[config.mk]
export PLATFORM = sky130hd
export DESIGN_NAME = ising_square_dos_enumerator
export DESIGN_NICKNAME = d
export VERILOG_FILES = /design/src/rtl/isdos_pkg.sv /design/src/rtl/isdos_bond_stage.sv /design/src/rtl/isdos_energy_count.sv /design/src/rtl/isdos_histogram.sv /design/src/rtl/ising_square_dos_enumerator.sv
export SDC_FILE = /design/constraint.sdc
export NUM_CORES = 2
export LEC_CHECK = 0
export BUFFER_PORTS_ARGS = -buffer_cell sky130_fd_sc_hd__buf_2
export CAP_MARGIN = 10
export CORE_MARGIN = 8
export CORE_UTILIZATION = 40
export CTS_BUF_LIST = sky130_fd_sc_hd__clkbuf_8 sky130_fd_sc_hd__clkbuf_16
export DETAILED_ROUTE_END_ITERATION = 16
export PLACE_DENSITY = 0.63
export SLEW_MARGIN = 20
export SYNTH_ARGS = -nofsm -noshare
export SYNTH_HDL_FRONTEND = slang
export SYNTH_HIERARCHICAL = 1
export SYNTH_SLANG_ARGS = --single-unit
export TNS_END_PERCENT = 50
[constraint.sdc]
create_clock -name clock -period 4 [get_ports clock]
set_clock_uncertainty 0.05 [all_clocks]
set_input_delay 0.8 -clock clock [delete_from_list [all_inputs] [get_ports clock]]
set_output_delay 0.8 -clock clock [all_outputs]
set_load 0.01 [all_outputs]
[src/rtl/isdos_pkg.sv]
`default_nettype none
// ----------------------------------------------------------------------------
// isdos_pkg
// Shared types and constants for the periodic square lattice Ising
// density-of-states enumerator.
// ----------------------------------------------------------------------------
package isdos_pkg;

   localparam int MAX_SITES = 31;
   localparam int SITE_W    = MAX_SITES;           // one bit per spin
   localparam int DIM_W     = 5;                   // lattice width / height field
   localparam int DIFF_W    = 2 * SITE_W;          // right bonds + down bonds
   localparam int ENERGY_W  = $clog2(DIFF_W + 1);  // unsatisfied bond count
   localparam int LEVEL_W   = ENERGY_W - 1;        // half the bond count
   localparam int LEVELS    = 1 << LEVEL_W;
   localparam int COUNT_W   = 32;
   localparam int PTR_W     = DIM_W + 1;

   typedef logic [SITE_W-1:0] site_vec_type;

   // lattice geometry held for the duration of one request
   typedef struct packed {
      logic [DIM_W-1:0] width;       // sites per row
      logic [DIM_W-1:0] wrap_shift;  // sites - width
      site_vec_type     site_mask;   // ones on the used sites
      site_vec_type     row_end;     // ones on the last site of each row
   } geom_type;

   typedef enum logic [2:0] {
      ST_IDLE,
      ST_SETUP,
      ST_RUN,
      ST_DRAIN,
      ST_EMIT,
      ST_ERROR
   } seq_state_type;

endpackage
`default_nettype wire

[src/rtl/isdos_bond_stage.sv]
`default_nettype none
// ----------------------------------------------------------------------------
// isdos_bond_stage
// First pipeline stage: marks every unsatisfied right and down bond of one
// spin configuration.
// ----------------------------------------------------------------------------
module isdos_bond_stage (
   input  wire                                   clock,
   input  wire                                   reset,
   input  wire                                   in_valid,
   input  wire  isdos_pkg::site_vec_type         in_cfg,
   input  wire  isdos_pkg::geom_type             geom,
   output logic                                  out_valid,
   output logic [isdos_pkg::DIFF_W-1:0]          out_diff
);
   import isdos_pkg::*;

   site_vec_type             right_nb;
   site_vec_type             down_nb;
   logic                     valid_ff;
   logic                     valid_in;
   logic [DIFF_W-1:0]        diff_ff;
   logic [DIFF_W-1:0]        diff_in;

   always_comb begin
      // right neighbor wraps back to the row start at the row end
      right_nb = ((in_cfg >> 1) & ~geom.row_end)
               | ((in_cfg << (geom.width - DIM_W'(1))) & geom.row_end);
      // down neighbor is the site index plus width, modulo the site count
      down_nb  = ((in_cfg >> geom.width) | (in_cfg << geom.wrap_shift)) & geom.site_mask;
      diff_in  = {(in_cfg ^ down_nb) & geom.site_mask,
                  (in_cfg ^ right_nb) & geom.site_mask};
      valid_in = in_valid;
   end

   always_ff @(posedge clock) begin
      if (reset) begin
         valid_ff <= 1'b0;
      end else begin
         valid_ff <= valid_in;
      end
      diff_ff <= diff_in;
   end

   assign out_valid = valid_ff;
   assign out_diff  = diff_ff;

endmodule
`default_nettype wire

[src/rtl/isdos_energy_count.sv]
`default_nettype none
// ----------------------------------------------------------------------------
// isdos_energy_count
// Two-stage population count of the unsatisfied bond vector; yields the
// energy level (half the bond count).
// ----------------------------------------------------------------------------
module isdos_energy_count (
   input  wire                                   clock,
   input  wire                                   reset,
   input  wire                                   in_valid,
   input  wire  [isdos_pkg::DIFF_W-1:0]          in_diff,
   output logic                                  out_valid,
   output logic [isdos_pkg::LEVEL_W-1:0]         out_level,
   output logic                                  out_busy
);
   import isdos_pkg::*;

   localparam int GROUP_W = 8;
   localparam int GROUPS  = (DIFF_W + GROUP_W - 1) / GROUP_W;
   localparam int PART_W  = $clog2(GROUP_W + 1);

   logic [GROUPS*GROUP_W-1:0] padded;
   logic [PART_W-1:0]         part_ff [GROUPS];
   logic [PART_W-1:0]         part_in [GROUPS];
   logic                      pv_ff;
   logic                      pv_in;
   logic [ENERGY_W-1:0]       total;
   logic [LEVEL_W-1:0]        level_ff;
   logic [LEVEL_W-1:0]        level_in;
   logic                      lv_ff;
   logic                      lv_in;

   // stage A: per-group counts
   always_comb begin
      padded = (GROUPS*GROUP_W)'(in_diff);
      for (int g = 0; g < GROUPS; g++) begin
         part_in[g] = '0;
         for (int b = 0; b < GROUP_W; b++) begin
            part_in[g] = part_in[g] + PART_W'(padded[g*GROUP_W + b]);
         end
      end
      pv_in = in_valid;
   end

   // stage B: add the group counts; bond count is always even on a torus
   always_comb begin
      total = '0;
      for (int g = 0; g < GROUPS; g++) begin
         total = total + ENERGY_W'(part_ff[g]);
      end
      level_in = total[ENERGY_W-1:1];
      lv_in    = pv_ff;
   end

   always_ff @(posedge clock) begin
      if (reset) begin
         pv_ff <= 1'b0;
         lv_ff <= 1'b0;
      end else begin
         pv_ff <= pv_in;
         lv_ff <= lv_in;
      end
      part_ff  <= part_in;
      level_ff <= level_in;
   end

   assign out_valid = lv_ff;
   assign out_level = level_ff;
   // any configuration still inside either stage
   assign out_busy  = pv_ff | lv_ff;

endmodule
`default_nettype wire

[src/rtl/isdos_histogram.sv]
`default_nettype none
// ----------------------------------------------------------------------------
// isdos_histogram
// One counter per energy level, bumped by the pipeline and read out by the
// result sequencer.
// ----------------------------------------------------------------------------
module isdos_histogram (
   input  wire                                   clock,
   input  wire                                   clear,
   input  wire                                   inc_valid,
   input  wire  [isdos_pkg::LEVEL_W-1:0]         inc_level,
   input  wire  [isdos_pkg::LEVEL_W-1:0]         rd_level,
   output logic [isdos_pkg::COUNT_W-1:0]         rd_count
);
   import isdos_pkg::*;

   logic [COUNT_W-1:0] hist_ff [LEVELS];
   logic [COUNT_W-1:0] hist_in [LEVELS];

   always_comb begin
      for (int i = 0; i < LEVELS; i++) begin
         if (clear) begin
            hist_in[i] = '0;
         end else if (inc_valid && inc_level == LEVEL_W'(i)) begin
            hist_in[i] = hist_ff[i] + COUNT_W'(1);
         end else begin
            hist_in[i] = hist_ff[i];
         end
      end
   end

   always_ff @(posedge clock) begin
      hist_ff <= hist_in;
   end

   assign rd_count = hist_ff[rd_level];

endmodule
`default_nettype wire

[src/rtl/ising_square_dos_enumerator.sv]
`default_nettype none
// ----------------------------------------------------------------------------
// ising_square_dos_enumerator
// Ising model density of states on a periodic square lattice by full
// enumeration of spin configurations.
// ----------------------------------------------------------------------------
// A request names the lattice width and height. With n = width*height sites
// (1..31), the block steps a counter through all 2^n spin configurations,
// one per cycle, into a four-stage pipeline (bond compare, two popcount
// stages, histogram bump) and then returns n+1 beats, energy levels 0..n,
// the last one flagged. A request runs through setup, enumeration of all
// 2^n configurations, a pipeline drain and the n+1 result beats. A zero
// dimension or more than 31 sites gives a single beat with status 1 and
// count 0.
// req_ready is high only while no request is in progress.
// ----------------------------------------------------------------------------
module ising_square_dos_enumerator (
   input  wire                                   clock,
   input  wire                                   reset,
   input  wire                                   req_valid,
   output logic                                  req_ready,
   input  wire  [isdos_pkg::DIM_W-1:0]           req_lattice_width,
   input  wire  [isdos_pkg::DIM_W-1:0]           req_lattice_height,
   output logic                                  rsp_valid,
   input  wire                                   rsp_ready,
   output logic [isdos_pkg::LEVEL_W-1:0]         rsp_energy_level,
   output logic [isdos_pkg::COUNT_W-1:0]         rsp_state_count,
   output logic                                  rsp_last_entry,
   output logic                                  rsp_status
);
   import isdos_pkg::*;

   seq_state_type          state_ff, state_in;
   site_vec_type           cfg_ff, cfg_in;
   logic [DIM_W-1:0]       width_ff, width_in;
   logic [DIM_W-1:0]       sites_ff, sites_in;
   site_vec_type           mask_ff, mask_in;
   site_vec_type           row_end_ff, row_end_in;
   logic [PTR_W-1:0]       ptr_ff, ptr_in;
   logic [LEVEL_W-1:0]     level_ff, level_in;

   logic [2*DIM_W-1:0]     area;
   logic                   too_big;
   logic                   hist_clear;
   logic                   run_valid;
   geom_type               geom;

   logic                   bond_valid;
   logic [DIFF_W-1:0]      bond_diff;
   logic                   cnt_valid;
   logic [LEVEL_W-1:0]     cnt_level;
   logic                   cnt_busy;
   logic                   pipe_busy;
   logic [COUNT_W-1:0]     rd_count;

   assign area    = (2*DIM_W)'(req_lattice_width) * (2*DIM_W)'(req_lattice_height);
   assign too_big = (req_lattice_width == '0) || (req_lattice_height == '0)
                 || (area > (2*DIM_W)'(MAX_SITES));

   assign geom.width      = width_ff;
   assign geom.wrap_shift = sites_ff - width_ff;
   assign geom.site_mask  = mask_ff;
   assign geom.row_end    = row_end_ff;

   assign pipe_busy = run_valid | bond_valid | cnt_busy;

   always_comb begin
      state_in   = state_ff;
      cfg_in     = cfg_ff;
      width_in   = width_ff;
      sites_in   = sites_ff;
      mask_in    = mask_ff;
      row_end_in = row_end_ff;
      ptr_in     = ptr_ff;
      level_in   = level_ff;
      hist_clear = 1'b0;
      run_valid  = 1'b0;
      req_ready  = 1'b0;
      rsp_valid        = 1'b0;
      rsp_energy_level = '0;
      rsp_state_count  = '0;
      rsp_last_entry   = 1'b0;
      rsp_status       = 1'b0;

      unique case (state_ff)
         ST_IDLE: begin
            req_ready = 1'b1;
            if (req_valid) begin
               hist_clear = 1'b1;
               width_in   = req_lattice_width;
               sites_in   = area[DIM_W-1:0];
               mask_in    = ~({SITE_W{1'b1}} << area[DIM_W-1:0]);
               row_end_in = '0;
               ptr_in     = PTR_W'(req_lattice_width) - PTR_W'(1);
               cfg_in     = '0;
               state_in   = too_big ? ST_ERROR : ST_SETUP;
            end
         end
         ST_SETUP: begin
            // mark the last site of each row, one row per cycle
            if (ptr_ff < PTR_W'(sites_ff)) begin
               row_end_in[ptr_ff[DIM_W-1:0]] = 1'b1;
               ptr_in = ptr_ff + PTR_W'(width_ff);
            end else begin
               state_in = ST_RUN;
            end
         end
         ST_RUN: begin
            run_valid = 1'b1;
            cfg_in    = cfg_ff + SITE_W'(1);
            if (cfg_ff == mask_ff) begin
               state_in = ST_DRAIN;
            end
         end
         ST_DRAIN: begin
            if (!pipe_busy) begin
               level_in = '0;
               state_in = ST_EMIT;
            end
         end
         ST_EMIT: begin
            rsp_valid        = 1'b1;
            rsp_energy_level = level_ff;
            rsp_state_count  = rd_count;
            rsp_last_entry   = (level_ff == sites_ff);
            if (rsp_ready) begin
               if (level_ff == sites_ff) begin
                  state_in = ST_IDLE;
               end else begin
                  level_in = level_ff + LEVEL_W'(1);
               end
            end
         end
         ST_ERROR: begin
            rsp_valid      = 1'b1;
            rsp_last_entry = 1'b1;
            rsp_status     = 1'b1;
            if (rsp_ready) begin
               state_in = ST_IDLE;
            end
         end
         default: begin
            state_in = ST_IDLE;
         end
      endcase
   end

   always_ff @(posedge clock) begin
      if (reset) begin
         state_ff <= ST_IDLE;
         cfg_ff   <= '0;
      end else begin
         state_ff <= state_in;
         cfg_ff   <= cfg_in;
      end
      width_ff   <= width_in;
      sites_ff   <= sites_in;
      mask_ff    <= mask_in;
      row_end_ff <= row_end_in;
      ptr_ff     <= ptr_in;
      level_ff   <= level_in;
   end

   isdos_bond_stage u_bond (
      .clock     (clock),
      .reset     (reset),
      .in_valid  (run_valid),
      .in_cfg    (cfg_ff),
      .geom      (geom),
      .out_valid (bond_valid),
      .out_diff  (bond_diff)
   );

   isdos_energy_count u_count (
      .clock     (clock),
      .reset     (reset),
      .in_valid  (bond_valid),
      .in_diff   (bond_diff),
      .out_valid (cnt_valid),
      .out_level (cnt_level),
      .out_busy  (cnt_busy)
   );

   isdos_histogram u_hist (
      .clock     (clock),
      .clear     (hist_clear),
      .inc_valid (cnt_valid),
      .inc_level (cnt_level),
      .rd_level  (level_ff),
      .rd_count  (rd_count)
   );

endmodule
`default_nettype wire
; Word level (Yosys, flattened, before mapping)
; Index checks and enable logic that the tools add are counted.
[word_totals]
regBits = 1243
input_bits = 14
[op_classes]
addsub = 99
mul = 1
n_lt_le_gt_ge = 5
eq_ne = 47
n_shift = 4
mux = 34
n_bitwise = 16
n_reduce_logical = 48
[ops]
columns = cell, count
row1 = $add A32 B1 Y32 const B, 32
row2 = $add A4 B1 Y4, 46
row3 = $bmux W32 S5, 1
row4 = $and A31 B31 Y31, 4
row5 = $pmux W31 S2, 2
row6 = $mux W32, 3
row7 = $or A31 B31 Y31, 3
row8 = $eq A5 B5 Y1 const B, 16
row9 = $mux W31, 2
row10 = $not A31 Y31, 2
row11 = $shl A31 B5 Y31, 2
row12 = $xor A31 B31 Y31, 2
row13 = $eq A5 B4 Y1 const B, 8
row14 = $add A6 B4 Y6, 6
row15 = $logic_and A1 B1 Y1, 33
row16 = $add A31 B1 Y31 const B, 1
row17 = $and A30 B31 Y31, 1
row18 = $eq A31 B31 Y1, 1
row19 = $shl A31 B5 Y31 const A, 1
row20 = $shr A31 B5 Y31, 1
row21 = $mux W3, 8
row22 = $eq A5 B3 Y1 const B, 4
row23 = $mux W5, 4
row24 = $ne A2 B2 Y1 const B, 9
row25 = other kinds (37), 62

; Depth between registers and ports, before layout
[depth]
word_depth = 7
ltp_mapped = 15
depth_no_buf = 14

; Hierarchy
; Netlist, hierarchy kept.
[by_module_without_submodules]
columns = module, n_inst, cells_each, area_per_inst_um2, seq_area_each_um2
row1 = isdos_histogram, 1, 6290, 54677.4, 20499.7
row2 = isdos_bond_stage, 1, 834, 7826.3, 1261.2
row3 = ising_square_dos_enumerator, 1, 709, 6915.4, 3143.0
row4 = isdos_energy_count, 1, 259, 2792.7, 760.7

; Worst setup path before layout
; No wires, ideal clock.
[synth_path]
path_kind = input -> register
from = input port req_lattice_width[2] (netlist name)
to = register mask_ff[30], data pin
setup_time_ns = 0.255
t_arrival_ns = 3.694
required_time_ns = 3.695
setup_slack_ns = 0.001
cell_stages = 11
path_buffers = 1
path_cell_list = clkbuf_1 -> nand2_1 -> fa_1 -> fa_1 -> inv_1 -> fa_1 -> ha_1 -> xnor2_1 -> inv_1 -> and3_1 -> and3_1
[synth_between]
elab_chain_len = 3
[synth_rtl]
columns = item, line_no
row1 = start: declaration, ising_square_dos_enumerator.sv:22  ; input wire [isdos_pkg::DIM_W-1:0] req_lattice_width,
row2 = $mul A5 B5 Y10, ising_square_dos_enumerator.sv:56  ; assign area = (2*DIM_W)'(req_lattice_width) * (2*DIM_W)'(req_lattice_height);
row3 = via area[4], ising_square_dos_enumerator.sv:42  ; logic [2*DIM_W-1:0] area;
row4 = $shl A31 B5 Y31, ising_square_dos_enumerator.sv:92  ; mask_in = ~({SITE_W{1'b1}} << area[DIM_W-1:0]);
row5 = $not A31 Y31, ising_square_dos_enumerator.sv:92
row6 = end signal: assignment, ising_square_dos_enumerator.sv:158  ; mask_ff <= mask_in;
row7 = end: declaration, ising_square_dos_enumerator.sv:37  ; site_vec_type mask_ff, mask_in;
; The timed path passes the listed nets, and every way through them passes these cells.
; A chain may end at the register's enable or synchronous reset.

; Worst setup path in the final report
[layout_path]
from = register level_ff[1]
to = output port rsp_state_count[30] (netlist name)
[layout_between]
elab_chain_len = 5
[layout_rtl]
columns = item, line_no
row1 = start: declaration, ising_square_dos_enumerator.sv:40  ; logic [LEVEL_W-1:0] level_ff, level_in;
row2 = start signal: assignment, ising_square_dos_enumerator.sv:161  ; level_ff <= level_in;
row3 = $not A5 Y6 (not written as such), isdos_histogram.sv:36  ; assign rd_count = hist_ff[rd_level];
row4 = $bmux W32 S5, isdos_histogram.sv:36
row5 = $mux W32 (not written as such) (2 in a row), isdos_histogram.sv:36
row6 = via rd_count[30], ising_square_dos_enumerator.sv:54  ; logic [COUNT_W-1:0] rd_count;
row7 = $mux W32, ising_square_dos_enumerator.sv:85  ; unique case (state_ff)
row8 = end: declaration, ising_square_dos_enumerator.sv:27  ; output logic [isdos_pkg::COUNT_W-1:0] rsp_state_count,
; The timed path passes the listed nets, and every way through them passes these cells. The select of a mux whose other input is x is not followed.

==> impl_results.md <==
- Largest net degree at the start of global routing: 171
- Mapped Nets: 8,265
- Final hold viol count: 0
- Status: finished, violations left
- Gp weighted congestion: 0.969
- Router iterations before antenna repair: 6
- Share of cells above drive strength 1: 0.133
- HP Class: primary input to flip-flop
- Placed Cells incl. Taps: 10,300
- Final slew viol count: 0
- Worst-case clock buffer depth: 3
- Clock Latency Late Sink: about 0.79 ns
- DR vias/cell: between 5 and 6
- Storage element area: 0.0257 mm²
- Residual DRC count: 0
- Syn_area_per_cell: 8.92 µm²
- Asr flop ratio synth: 0
- RSZ-0062 raised after global routing: true
- Clock period minus worst slack: 4.09 ns
- Top_reg_cell synth: dfxtp_1
- I/O Pins: 55
- Iter 0 DRT Violations: 7,058
- Total Power: 0.0376 W
- Worst vdd ir: roughly 0.4 mV
- Die W: about 440 µm
- Fin nets: 8,236
- Fin cells: 10,600
- Syn Inst Count: 8,092
- Final core utilization: 0.452
- Placeable Area: approximately 0.18 mm²
- DP Worst Slack: -0.131 ns
- Number of synthesized flops with an enable pin: 82
- Reg clk slew, reported paths: 0.06 ns
- H-tree depth: 4
- HPWL after detailed placement: 167 mm
- Synthesized cell area: between 0.07 and 0.08 mm²
- TritonCTS buffer count: 141
- Pwr dens: 461 mW/mm²
- Tightest Pin Transition: 1.21 ns
- Post-DRT Antenna Nets: 0
- Setup ws final: -0.0856 ns
- Final Setup Violations: 13
- Synth warn: 6
- Total wire length: about 230 mm
- Maxcap violations: 0
- Area Growth Syn to Fin: 12.9%
- # clock sinks: about 1,200
- Total gr overflow: 0
- Vias in the first global route: about 58,000
- Sequential share of the synthesized area: 0.355
- Total track usage: 0.227
- Row cnt: 156
- Fillers: 17,100
- Critical Path AT: 3.24 ns
- Cts-stage hold buffer count: 0
- Violated checks: setup timing
- Synth cell types: 106
- CTS tree: built
- Post-layout instance area: 0.0815 mm²
- CP startpoint kind: flip-flop
- Die Area: roughly 0.2 mm²
- Clock root buffer: clkbuf_16
- Fmax: roughly 240 MHz
- Worst Path Class, Setup: flip-flop to primary output
- Worst setup EP type: primary output
- First-pass GRT wire length: 350 mm
- DIE HEIGHT: 441 µm
- Initial antenna violation count: 4
- Initial core utilization: 0.401
- P_leak: 28.1 nW
- Crit share post-route: 1.02
- Relative slew margins: 0.195
- Yosys reg bits: ~1,200
- Max FO, Critical Path: 24
- Via count: 62,700
- Multi-input logic area: between 0.04 and 0.05 mm²
- WL per Instance: 21.8 µm
- DP Area: ~0.076 mm²
- WP data required: approximately 3.2 ns
- Port Buffers: 54
[repair_timing]
item / CTS / global route
resized for setup: 107 / 25
pin swaps: 14 / 9
gates cloned: 8 / 1
setup endpoints to repair: 32 / 32
setup buffers: 12 / 7
[path summary, 6_finish.rpt]
check / end / slack, ns / cells past startpoint / startpoint
setup / recovery: rsp_state_count[30] / -0.09 / 10 / level_ff[1]
hold / removal: width_ff[4] / 0.29 / 1 / req_lattice_width[4]
setup reg to reg: u_bond/out_diff[26] / 0.51 / 11 / width_ff[1]
hold reg to reg: u_count/out_valid / 0.41 / 1 / u_count/lv_in
[cell usage in the layout (no fill, tap or decap), types with 149 or more instances in the layout]
| master | synthesis | final |
|---|---|---|
| mux2i_1 | 189 | 184 |
| xnor2_1 | 474 | 472 |
| mux4_2 | 317 | 317 |
| buf_4 | 3 | 221 |
| nor2_1 | 970 | 968 |
| nand2_1 | 601 | 593 |
| inv_1 | 324 | 348 |
| xor2_1 | 357 | 356 |
| or3_1 | 207 | 207 |
| nand3_1 | 410 | 410 |
| nor4_1 | 223 | 221 |
| nor3_1 | 205 | 204 |
| dfxtp_1 | 1159 | 1159 |
| clkbuf_16 | 0 | 149 |
| o21ai_0 | 230 | 230 |
| a21oi_1 | 378 | 376 |
| nand4_1 | 331 | 331 |
[metal layers]
| layer | GRT usage | wire [µm] |
|---|---|---|
| met5 | 0 | 0 |
| met3 | 0.0474 | 22000 |
| met2 | 0.337 | 98300 |
| met1 | 0.325 | 101000 |
| met4 | 0.0825 | 8610 |
[metrics by stage]
step                hold WS [ns]  TNS (ns)
detailed placement         0.396     -1.34
CTS                        0.246     -1.45
finish                     0.294    -0.492
global route               0.272     -3.24
floorplan                  0.379         0
global placement           0.397    -0.875
[cells in the mapped netlist (all sizes together), types with 15 or more instances]
cell type / instances / share of area
a211oi: 17 / 0.0018
mux2: 58 / 0.0090
nor4: 227 / 0.020
or2: 15 / 0.0013
buf: 91 / 0.0068
nand4: 332 / 0.029
o31ai: 26 / 0.0029
nor3: 207 / 0.014
or4: 62 / 0.0065
xor2: 357 / 0.043
mux4: 321 / 0.10
dfxtp: 1159 / 0.32
inv: 327 / 0.017
nor2: 971 / 0.051
nand2b: 35 / 0.0030
a22oi: 69 / 0.0072
xnor2: 475 / 0.058
ha: 95 / 0.016
o2111a: 32 / 0.0050
nand2: 604 / 0.032
clkbuf: 400 / 0.021
and2: 89 / 0.0077
a31oi: 47 / 0.0042
and3: 137 / 0.012
and4: 130 / 0.016
fa: 64 / 0.018
nand3: 410 / 0.028
or3: 207 / 0.018
a21oi: 379 / 0.026
mux2i: 189 / 0.026
o21ai: 230 / 0.016
nor2b: 63 / 0.0056
edfxtp: 82 / 0.034
[state kept, by name (all words and copies together), names as in the netlist]
| name | count |
|---|---|
| cfg_ff | 31 |
| u_bond/out_valid | 1 |
| u_hist/hist_ff | 1024 |
| level_ff | 5 |
| u_bond/out_diff | 62 |
| u_count/part_ff | 31 |
| row_end_ff | 31 |
| ptr_ff | 6 |
| mask_ff | 31 |
| u_count/lv_in | 1 |
| u_count/out_valid | 1 |
| width_ff | 5 |
| state_ff | 3 |
| u_count/out_level | 5 |
| sites_ff | 4 |
[critical path: stages (launching register included)]
cell and delay (ns):
edfxtp_1 0.39, buf_12 0.19, buf_16 0.22, mux2i_1 0.35, a22oi_2 0.13, buf_4 0.18
mux2i_1 0.18, o2111a_2 0.35, a31oi_1 0.08, and3_1 0.18, buf_2 0.13
[logic make-up after synthesis]
| logic type | count (synthesis) | synth area share |
|---|---|---|
| and+or+nand+nor | 3549 | 0.251 |
| DFF | 1241 | 0.355 |
| AOI/OAI and AO/OA | 924 | 0.0780 |
| xor gates and xnor gates | 832 | 0.101 |
| buffers and inverters | 819 | 0.0446 |
| muxes | 568 | 0.136 |
| adders and majority gates | 159 | 0.0342 |
[where the power goes]
group | internal, W | switching (W) | total [W]
Clock | 0.00810 | 0.00556 | 0.0137
Sequential | 0.0132 | 0.000709 | 0.0139
Combinational | 0.00341 | 0.00661 | 0.0100
Total | 0.0247 | 0.0129 | 0.0376
[layout make-up]
cell class	instances	share of cell area
inverters	328	0.0152
flip-flops and latches	1241	0.315
clock inverters	78	0.00975
clock buffers	179	0.0507
multi-input cells	6032	0.537
diodes	3	0.0000921
repair buffers	319	0.0356
well taps	2370	0.0364
(Power assumes the default switching activity.)
